[config.mk]
export PLATFORM = sky130hd
export DESIGN_NAME = ipv4_route_table_core
export DESIGN_NICKNAME = d
export VERILOG_FILES = /design/src/iprt_pkg.sv /design/src/iprt_ram.sv /design/src/ipv4_route_table_core.sv
export VERILOG_INCLUDE_DIRS = /design/src /design/src/src
export SDC_FILE = /design/constraint.sdc
export NUM_CORES = 1
export LEC_CHECK = 0
export BUFFER_PORTS_ARGS = -buffer_cell sky130_fd_sc_hd__buf_2
export CAP_MARGIN = 30
export CORE_ASPECT_RATIO = 1.4
export CORE_MARGIN = 2
export CORE_UTILIZATION = 35
export DETAILED_ROUTE_END_ITERATION = 7
export PLACE_DENSITY = 0.6
export SYNTH_ARGS = -nofsm -noshare
export SYNTH_HDL_FRONTEND = slang
export SYNTH_HIERARCHICAL = 1
export SYNTH_SLANG_ARGS = --single-unit
[constraint.sdc]
create_clock -name clock -period 8.3 [get_ports clock]
set_input_delay 0.83 -clock clock [delete_from_list [all_inputs] [get_ports clock]]
set_output_delay 0.83 -clock clock [all_outputs]
set_load 0.005 [all_outputs]
[src/ipv4_route_table_core_macros.svh]
// Assertion macros used by the route table core RTL.
`ifndef IPV4_ROUTE_TABLE_CORE_MACROS_SVH
`define IPV4_ROUTE_TABLE_CORE_MACROS_SVH

// checked outside reset only
`define IPRT_ASSERT(lbl, clk, rst, prop, msg) \
   lbl: assert property (@(posedge clk) disable iff (rst) prop) else $error(msg);

// checked on every edge, reset included
`define IPRT_ASSERT_ALWAYS(lbl, clk, prop, msg) \
   lbl: assert property (@(posedge clk) prop) else $error(msg);

`endif

[src/iprt_pkg.sv]
// Types and constants of the IPv4 route table.
`timescale 1ns / 1ps

package iprt_pkg;

   localparam int DEF_ROUTE_SLOTS = 16;
   localparam int DEF_IFACE_BITS  = 4;
   localparam int DEF_REF_BITS    = 8;

   localparam int ADDR_BITS  = 32;
   localparam int FIELD4_BITS = 4;

   typedef enum logic [1:0] {
      OP_LOOKUP      = 2'd0,
      OP_ADD_ROUTE   = 2'd1,
      OP_ADD_DEFAULT = 2'd2,
      OP_RELEASE     = 2'd3
   } op_type;

   typedef enum logic [1:0] {
      STAT_OK      = 2'd0,
      STAT_FULL    = 2'd1,
      STAT_NOROUTE = 2'd2,
      STAT_UNREF   = 2'd3
   } status_type;

   typedef enum logic [2:0] {
      S_IDLE,
      S_SCAN,
      S_ADD,
      S_REL,
      S_REF_RD,
      S_REF_UPD
   } state_type;

endpackage

[src/iprt_ram.sv]
// Generic single-write, single-read RAM with registered read data.
`timescale 1ns / 1ps

module iprt_ram
   import iprt_pkg::*;
#(
   parameter int WIDTH = 8,
   parameter int DEPTH = DEF_ROUTE_SLOTS
) (
   input  logic                     clock,
   input  logic                     wr_en,
   input  logic [$clog2(DEPTH)-1:0] wr_addr,
   input  logic [WIDTH-1:0]         wr_data,
   input  logic [$clog2(DEPTH)-1:0] rd_addr,
   output logic [WIDTH-1:0]         rd_data
);

   logic [WIDTH-1:0] mem_ff [DEPTH];
   logic [WIDTH-1:0] rd_data_ff;

   always_ff @(posedge clock) begin
      if (wr_en) begin
         mem_ff[wr_addr] <= wr_data;
      end
      rd_data_ff <= mem_ff[rd_addr];
   end

   assign rd_data = rd_data_ff;

endmodule

[src/ipv4_route_table_core.sv]
// IPv4 first-match route table: add, lookup and reference release under one sequencer.
`timescale 1ns / 1ps

// One operation at a time: start is taken while busy is low, and the result is
// strobed on rsp_valid for a single cycle, which the receiver must take then.
// Slots fill in order and are never freed, so a fill count stands in for the
// per-entry up bits and no clearing pass is needed after reset. Lookup walks
// the filled slots one per cycle through the entry RAM's single read port and
// one masked compare, and stops early when a route hits; the reference count
// update is a read and a write of the count RAM. A release of an unfilled
// slot answers without the count update.
module ipv4_route_table_core
   import iprt_pkg::*;
#(
   parameter int ROUTE_SLOTS = DEF_ROUTE_SLOTS,
   parameter int IFACE_BITS  = DEF_IFACE_BITS,
   parameter int REF_BITS    = DEF_REF_BITS
) (
   input  logic        clock,
   input  logic        reset,
   input  logic        start,
   output logic        busy,
   input  logic [1:0]  req_op,
   input  logic [31:0] req_dest_addr,
   input  logic [31:0] req_net_mask,
   input  logic [3:0]  req_iface_id,
   input  logic [3:0]  req_slot_in,
   output logic        rsp_valid,
   output logic [1:0]  rsp_status,
   output logic [3:0]  rsp_slot_out,
   output logic [3:0]  rsp_iface_out,
   output logic        rsp_hit_default
);

   localparam int SLOT_BITS = $clog2(ROUTE_SLOTS);
   localparam int CNT_BITS  = $clog2(ROUTE_SLOTS + 1);
   localparam int ENT_W     = 1 + IFACE_BITS + 2 * ADDR_BITS;
   localparam int XW        = CNT_BITS + FIELD4_BITS;

   localparam logic [CNT_BITS-1:0] CNT_ONE  = CNT_BITS'(1);
   localparam logic [CNT_BITS-1:0] CNT_FULL = CNT_BITS'(ROUTE_SLOTS);
   localparam logic [REF_BITS-1:0] REF_ONE  = REF_BITS'(1);
   localparam logic [REF_BITS-1:0] REF_MAX  = '1;

   state_type state_ff, state_in;
   logic [CNT_BITS-1:0] fill_ff, fill_in;
   op_type op_ff, op_in;
   logic [31:0] dest_ff, dest_in;
   logic [31:0] mask_ff, mask_in;
   logic [IFACE_BITS-1:0] ifc_ff, ifc_in;
   logic [3:0] slot_ff, slot_in;

   // scan pointer and the slot whose entry is on the RAM output
   logic [CNT_BITS-1:0] idx_ff, idx_in;
   logic rv_ff, rv_in;
   logic [SLOT_BITS-1:0] rslot_ff, rslot_in;

   // latest default seen
   logic dv_ff, dv_in;
   logic [SLOT_BITS-1:0] dslot_ff, dslot_in;
   logic [IFACE_BITS-1:0] diface_ff, diface_in;

   // chosen slot for the count update
   logic [SLOT_BITS-1:0] tgt_ff, tgt_in;
   logic [IFACE_BITS-1:0] hif_ff, hif_in;
   logic hd_ff, hd_in;

   logic rsp_valid_ff, rsp_valid_in;
   status_type rsp_status_ff, rsp_status_in;
   logic [3:0] rsp_slot_ff, rsp_slot_in;
   logic [3:0] rsp_iface_ff, rsp_iface_in;
   logic rsp_hd_ff, rsp_hd_in;

   // RAM ports
   logic ent_we;
   logic [SLOT_BITS-1:0] ent_waddr, ent_raddr;
   logic [ENT_W-1:0] ent_wdata, ent_rdata;
   logic ref_we;
   logic [SLOT_BITS-1:0] ref_waddr;
   logic [REF_BITS-1:0] ref_wdata, ref_rdata;

   logic [31:0] e_dest, e_mask;
   logic [IFACE_BITS-1:0] e_iface;
   logic e_dflt;
   logic e_match;
   logic issue;
   logic [XW-1:0] slot_x, fill_x, req_slot_x;
   logic [IFACE_BITS+3:0] req_ifc_x;

   assign e_dest  = ent_rdata[ADDR_BITS-1:0];
   assign e_mask  = ent_rdata[2*ADDR_BITS-1:ADDR_BITS];
   assign e_iface = ent_rdata[2*ADDR_BITS +: IFACE_BITS];
   assign e_dflt  = ent_rdata[ENT_W-1];
   assign e_match = ((dest_ff & e_mask) == e_dest) && !e_dflt;

   assign issue      = idx_ff < fill_ff;
   assign slot_x     = {{CNT_BITS{1'b0}}, slot_ff};
   assign req_slot_x = {{CNT_BITS{1'b0}}, req_slot_in};
   assign fill_x     = {{FIELD4_BITS{1'b0}}, fill_ff};
   assign req_ifc_x  = {{IFACE_BITS{1'b0}}, req_iface_id};

   assign ent_raddr = idx_ff[SLOT_BITS-1:0];
   assign ent_we    = (state_ff == S_ADD) && (fill_ff != CNT_FULL);
   assign ent_waddr = fill_ff[SLOT_BITS-1:0];
   assign ent_wdata = {op_ff == OP_ADD_DEFAULT, ifc_ff,
                       (op_ff == OP_ADD_ROUTE) ? mask_ff : 32'd0, dest_ff};

   function automatic logic [3:0] low4(input logic [SLOT_BITS-1:0] s);
      logic [SLOT_BITS+3:0] w;
      w = {4'd0, s};
      return w[3:0];
   endfunction

   function automatic logic [3:0] iface4(input logic [IFACE_BITS-1:0] f);
      logic [IFACE_BITS+3:0] w;
      w = {4'd0, f};
      return w[3:0];
   endfunction

   always_ff @(posedge clock) begin
      if (reset) begin
         state_ff     <= S_IDLE;
         fill_ff      <= '0;
         rsp_valid_ff <= 1'b0;
      end else begin
         state_ff     <= state_in;
         fill_ff      <= fill_in;
         rsp_valid_ff <= rsp_valid_in;
      end
   end

   always_ff @(posedge clock) begin
      op_ff         <= op_in;
      dest_ff       <= dest_in;
      mask_ff       <= mask_in;
      ifc_ff        <= ifc_in;
      slot_ff       <= slot_in;
      idx_ff        <= idx_in;
      rv_ff         <= rv_in;
      rslot_ff      <= rslot_in;
      dv_ff         <= dv_in;
      dslot_ff      <= dslot_in;
      diface_ff     <= diface_in;
      tgt_ff        <= tgt_in;
      hif_ff        <= hif_in;
      hd_ff         <= hd_in;
      rsp_status_ff <= rsp_status_in;
      rsp_slot_ff   <= rsp_slot_in;
      rsp_iface_ff  <= rsp_iface_in;
      rsp_hd_ff     <= rsp_hd_in;
   end

   always_comb begin
      state_in      = state_ff;
      fill_in       = fill_ff;
      op_in         = op_ff;
      dest_in       = dest_ff;
      mask_in       = mask_ff;
      ifc_in        = ifc_ff;
      slot_in       = slot_ff;
      idx_in        = idx_ff;
      rv_in         = rv_ff;
      rslot_in      = rslot_ff;
      dv_in         = dv_ff;
      dslot_in      = dslot_ff;
      diface_in     = diface_ff;
      tgt_in        = tgt_ff;
      hif_in        = hif_ff;
      hd_in         = hd_ff;
      rsp_valid_in  = 1'b0;
      rsp_status_in = rsp_status_ff;
      rsp_slot_in   = rsp_slot_ff;
      rsp_iface_in  = rsp_iface_ff;
      rsp_hd_in     = rsp_hd_ff;
      ref_we        = 1'b0;
      ref_waddr     = tgt_ff;
      ref_wdata     = '0;

      case (state_ff)
         S_IDLE: begin
            if (start) begin
               op_in      = op_type'(req_op);
               dest_in    = req_dest_addr;
               mask_in    = req_net_mask;
               ifc_in     = req_ifc_x[IFACE_BITS-1:0];
               slot_in    = req_slot_in;
               tgt_in     = req_slot_x[SLOT_BITS-1:0];
               idx_in     = '0;
               rv_in      = 1'b0;
               dv_in      = 1'b0;
               case (op_type'(req_op))
                  OP_LOOKUP:                    state_in = S_SCAN;
                  OP_ADD_ROUTE, OP_ADD_DEFAULT: state_in = S_ADD;
                  OP_RELEASE:                   state_in = S_REL;
                  default:                      state_in = S_IDLE;
               endcase
            end
         end

         S_ADD: begin
            rsp_valid_in = 1'b1;
            rsp_iface_in = 4'd0;
            rsp_hd_in    = 1'b0;
            state_in     = S_IDLE;
            if (fill_ff == CNT_FULL) begin
               rsp_status_in = STAT_FULL;
               rsp_slot_in   = 4'd0;
            end else begin
               // a new slot starts with no references
               ref_we        = 1'b1;
               ref_waddr     = fill_ff[SLOT_BITS-1:0];
               ref_wdata     = '0;
               fill_in       = fill_ff + CNT_ONE;
               rsp_status_in = STAT_OK;
               rsp_slot_in   = low4(fill_ff[SLOT_BITS-1:0]);
            end
         end

         S_REL: begin
            if (slot_x >= fill_x) begin
               rsp_valid_in  = 1'b1;
               rsp_status_in = STAT_UNREF;
               rsp_slot_in   = slot_ff;
               rsp_iface_in  = 4'd0;
               rsp_hd_in     = 1'b0;
               state_in      = S_IDLE;
            end else begin
               state_in = S_REF_RD;
            end
         end

         S_SCAN: begin
            rv_in    = issue;
            rslot_in = idx_ff[SLOT_BITS-1:0];
            if (issue) begin
               idx_in = idx_ff + CNT_ONE;
            end
            if (rv_ff && e_match) begin
               tgt_in   = rslot_ff;
               hif_in   = e_iface;
               hd_in    = 1'b0;
               state_in = S_REF_RD;
            end else begin
               if (rv_ff && e_dflt) begin
                  dv_in     = 1'b1;
                  dslot_in  = rslot_ff;
                  diface_in = e_iface;
               end
               // nothing in flight and nothing left to issue: scan over
               if (!rv_ff && !issue) begin
                  if (dv_ff) begin
                     tgt_in   = dslot_ff;
                     hif_in   = diface_ff;
                     hd_in    = 1'b1;
                     state_in = S_REF_RD;
                  end else begin
                     rsp_valid_in  = 1'b1;
                     rsp_status_in = STAT_NOROUTE;
                     rsp_slot_in   = 4'd0;
                     rsp_iface_in  = 4'd0;
                     rsp_hd_in     = 1'b0;
                     state_in      = S_IDLE;
                  end
               end
            end
         end

         S_REF_RD: begin
            state_in = S_REF_UPD;
         end

         S_REF_UPD: begin
            rsp_valid_in = 1'b1;
            state_in     = S_IDLE;
            ref_waddr    = tgt_ff;
            if (op_ff == OP_LOOKUP) begin
               ref_we        = 1'b1;
               ref_wdata     = (ref_rdata == REF_MAX) ? ref_rdata : ref_rdata + REF_ONE;
               rsp_status_in = STAT_OK;
               rsp_slot_in   = low4(tgt_ff);
               rsp_iface_in  = iface4(hif_ff);
               rsp_hd_in     = hd_ff;
            end else begin
               rsp_slot_in  = slot_ff;
               rsp_iface_in = 4'd0;
               rsp_hd_in    = 1'b0;
               if (ref_rdata == '0) begin
                  rsp_status_in = STAT_UNREF;
               end else begin
                  ref_we        = 1'b1;
                  ref_wdata     = ref_rdata - REF_ONE;
                  rsp_status_in = STAT_OK;
               end
            end
         end

         default: begin
            state_in = S_IDLE;
         end
      endcase
   end

   iprt_ram #(
      .WIDTH (ENT_W),
      .DEPTH (ROUTE_SLOTS)
   ) u_entry_ram (
      .clock   (clock),
      .wr_en   (ent_we),
      .wr_addr (ent_waddr),
      .wr_data (ent_wdata),
      .rd_addr (ent_raddr),
      .rd_data (ent_rdata)
   );

   iprt_ram #(
      .WIDTH (REF_BITS),
      .DEPTH (ROUTE_SLOTS)
   ) u_ref_ram (
      .clock   (clock),
      .wr_en   (ref_we),
      .wr_addr (ref_waddr),
      .wr_data (ref_wdata),
      .rd_addr (tgt_ff),
      .rd_data (ref_rdata)
   );

   assign busy            = (state_ff != S_IDLE);
   assign rsp_valid       = rsp_valid_ff;
   assign rsp_status      = rsp_status_ff;
   assign rsp_slot_out    = rsp_slot_ff;
   assign rsp_iface_out   = rsp_iface_ff;
   assign rsp_hit_default = rsp_hd_ff;

`include "ipv4_route_table_core_macros.svh"

   `IPRT_ASSERT_ALWAYS(a_reset_idle, clock, reset |=> !busy && !rsp_valid, "not idle after reset")
   `IPRT_ASSERT(a_accept_busy, clock, reset, start && !busy |=> busy,
                "accepted beat did not go busy")
   `IPRT_ASSERT(a_single_strobe, clock, reset, rsp_valid |=> !rsp_valid, "result strobe held")
   `IPRT_ASSERT(a_fill_bound, clock, reset, fill_ff <= CNT_FULL, "fill count beyond table size")
   `IPRT_ASSERT(a_full_only_when_full, clock, reset,
                rsp_valid && rsp_status == STAT_FULL |-> fill_ff == CNT_FULL,
                "table full reported with free slots")

endmodule

==> out/metrics.yaml <==
swShare_pct: 23.8
synthArstFlopShare_pct: 0
cts_setup_buffers: 0
p_leak_nw: 19.3
switchingPower_w: 0.00383
grt_overflow: 0
crit_arrival_ps: 4720
yosysTopAreaCellShare_pct: 75.3
end_kind: "flop"
die_h_um: 467
clockRootBuffer: "clkbuf_16"
nets: 2747
synth-edff-count: 1345
syn_nets: 2573
layout_setup_ws_ps: 3980
wire_per_inst_um: 24.6
cp-start-kind: "flop"
syn_area_per_cell_um2: 21.6
hpwl_um: 64900
grt.total_usage_pct: 15.0
clkTransAtPathRegs_ps: 60
clk_latency_ps: 780
finalMaxSlewViolations: 0
cpMaxStageDelayCell: "nor2_4"
synthAdderAreaFrac_pct: 0.350
multiInputGateArea_um2: 10900
rrSetupSlack_ps: 3980
dr.pass1.iters: 5
grt_pass1_vias: 25600
rows: 170
post-place-ws_ps: 4030
nFillCells: 13400
htree_num_levels: 4
worst_path_largest_cell_delay_ps: 720
ys.flop_type: "edfxtp_1"
powerDensity_nw_per_um2: 263
dr_total_vias: 24800
hold_violations: 0
clkPwrFrac_pct: 39.0
synth_top_family_by_area: "multiplexers"
gp_congestion: 0.786
mostFrequentLayoutCell: "edfxtp_1"
worst_slew_pin_slew_ps: 1040
p_int_w: 0.0122
synthSimpleGateAreaFrac_pct: 2.89
seq_area_um2: 42100
layout_worst_path_cycle_share_pct: 52.0
finalClockSkew_ps: 70.8
finalCriticalPeriod_ps: 4320
synth_seq_cells: 1431
ctsHoldBuffers: 0
max_clock_freq_ghz: 0.232
final_cells: 4750
cp.required_ps: 8700
peakVddDrop_mv: 0.194
slew_headroom_pct: 30.3
fp.dieW_um: 335
syn_to_final_growth_pct: 14.1
path_max_fanout: 28
route.detailed.drc: 0
cts.repair.resized: 0
start_util_pct: 35.1
routed_via_density: 5.22
rsz0062_at_grt: "false"
crit_chain: "inv_1, ha_1, and4_1, nand2b_1, inv_1, nand3b_1, nor2_4, buf_4, buf_4"
dp_cells: 4490
synth_compound_area_share_pct: 3.43
yosysWarnings: 6
first_iter_violations: 2129
comb_power_share_pct: 9.1
synthMuxAreaShare_pct: 13.2
grt_max_degree: 154
dieArea_um2: 156000
cts_inserted_buffers: 138
synth_xor_area_share_pct: 0.245
cap_violations: 0
drive_gt1_share_pct: 25.1
antenna_found_initial: 9
synth_area_leaders: "edfxtp_1 75%, mux4_2 12%, dfxtp_1 3.2%"
syn_area_um2: 53600
ios: 90
portBuffers: 89
status: "completed"
grt_pass1_wl_um: 172000
tns_ps: 0
cts_buffer_depth: 3
cts_tree: "yes"
postSynthCellCount: 2481
synth_largest_area_cell: "edfxtp_1"
ys_seq_area_share_pct: 78.5
drt_wl_total_um: 117000
path_class: "flop to flop"
ys_types: 59
utilization_pct: 40.1
min_path_type: "input pin to flop"
setup_viol: 0
cts_num_sinks: 1431
final_cell_mix: "1345 x edfxtp_1, 291 x mux4_2, 157 x a22oi_1, 139 x clkbuf_16, 102 x nand2_1"
core_area_um2: 153000
p_seq_share_pct: 51.9
drt.antenna.violating_nets: 0
-- cell families (layout without fill, tap and decap cells) --
kind of cell	after synthesis	in the layout
flops	1431	1431
xor+xnor	15	15
mux	314	314
simple gates	312	312
other cells	0	1
fa+ha+maj	15	15
compound gates	256	256
buf+inv	138	428
-- metrics by stage --
| stage | hold WS, ps | area, um^2 | total power (W) |
|---|---|---|---|
| after global placement | 422 | 56500 | 0.00997 |
| after global routing | 160 | 61200 | 0.0166 |
| final | 206 | 61200 | 0.0161 |
| after CTS | 133 | 61200 | 0.0163 |
| after detailed placement | 429 | 56600 | 0.00999 |
| after floorplan | 404 | 53600 | 0.00946 |
-- worst paths after layout --
path	startpoint	endpoint	cells after the start
max reg2reg	fill_ff[0]	u_entry_ram/mem_ff[9][24]	9
min	req_net_mask[1]	mask_ff[1]	1
min reg2reg	u_entry_ram/rd_data[66]	diface_ff[2]	0
max	fill_ff[0]	u_entry_ram/mem_ff[9][24]	9
-- worst max-delay path: cells and delay by family, from the launching register on --
family	cells	cell delay (ps)
adder cells (fa/ha/maj)	1	220
buffers and inverters	4	1460
flip-flops	1	680
AND/OR/NAND/NOR	4	1520
-- flip-flops by register name (all words and copies together) (netlist names), 5 cells and up --
name                 count
mask_ff                 32
u_ref_ram/mem_ff       128
dest_ff                 32
u_entry_ram/mem_ff    1104
idx_ff                   5
u_entry_ram/rd_data     69
u_ref_ram/rd_data        8
fill_ff                  5
-- cells in the mapped netlist (all sizes together), types with 10 or more instances --
| master | count |
|---|---|
| and2 | 42 |
| nor2 | 62 |
| nor3 | 13 |
| dfxtp | 86 |
| a22oi | 157 |
| nand2b | 10 |
| a211oi | 11 |
| xnor2 | 10 |
| ha | 15 |
| mux4 | 308 |
| nand3 | 20 |
| buf | 69 |
| inv | 21 |
| edfxtp | 1345 |
| o21ai | 21 |
| clkbuf | 45 |
| and3 | 17 |
| nand2 | 103 |
| a21oi | 21 |
-- per-layer routing --
metal  routed length (um)  GRT usage [%]  part of all wire [%]
met2                60400           26.0                    52
met5                   18              0                 0.015
met1                48600           19.4                    42
met3                 5070           2.36                   4.3
met4                 2560           4.50                   2.2
-- cell type report --
type,count,area share (%)
clock buffers,179,6.08
well taps,1978,4.04
repair buffers,151,1.65
clock inverters,77,1.44
flip-flops and latches,1431,68.8
inverters,21,0.133
diodes,1,0.00409
multi-input cells,912,17.8
-- power by group through the flow --
stage	Sequential [W]	Clock, W	Combinational, W
after detailed placement	0.00851	0	0.00148
after floorplan	0.00841	0	0.00105
after CTS	0.00835	0.00644	0.00149
after global placement	0.00850	0	0.00147
after global routing	0.00838	0.00669	0.00158
final	0.00835	0.00627	0.00146
Power figures use the tool's default switching activity.
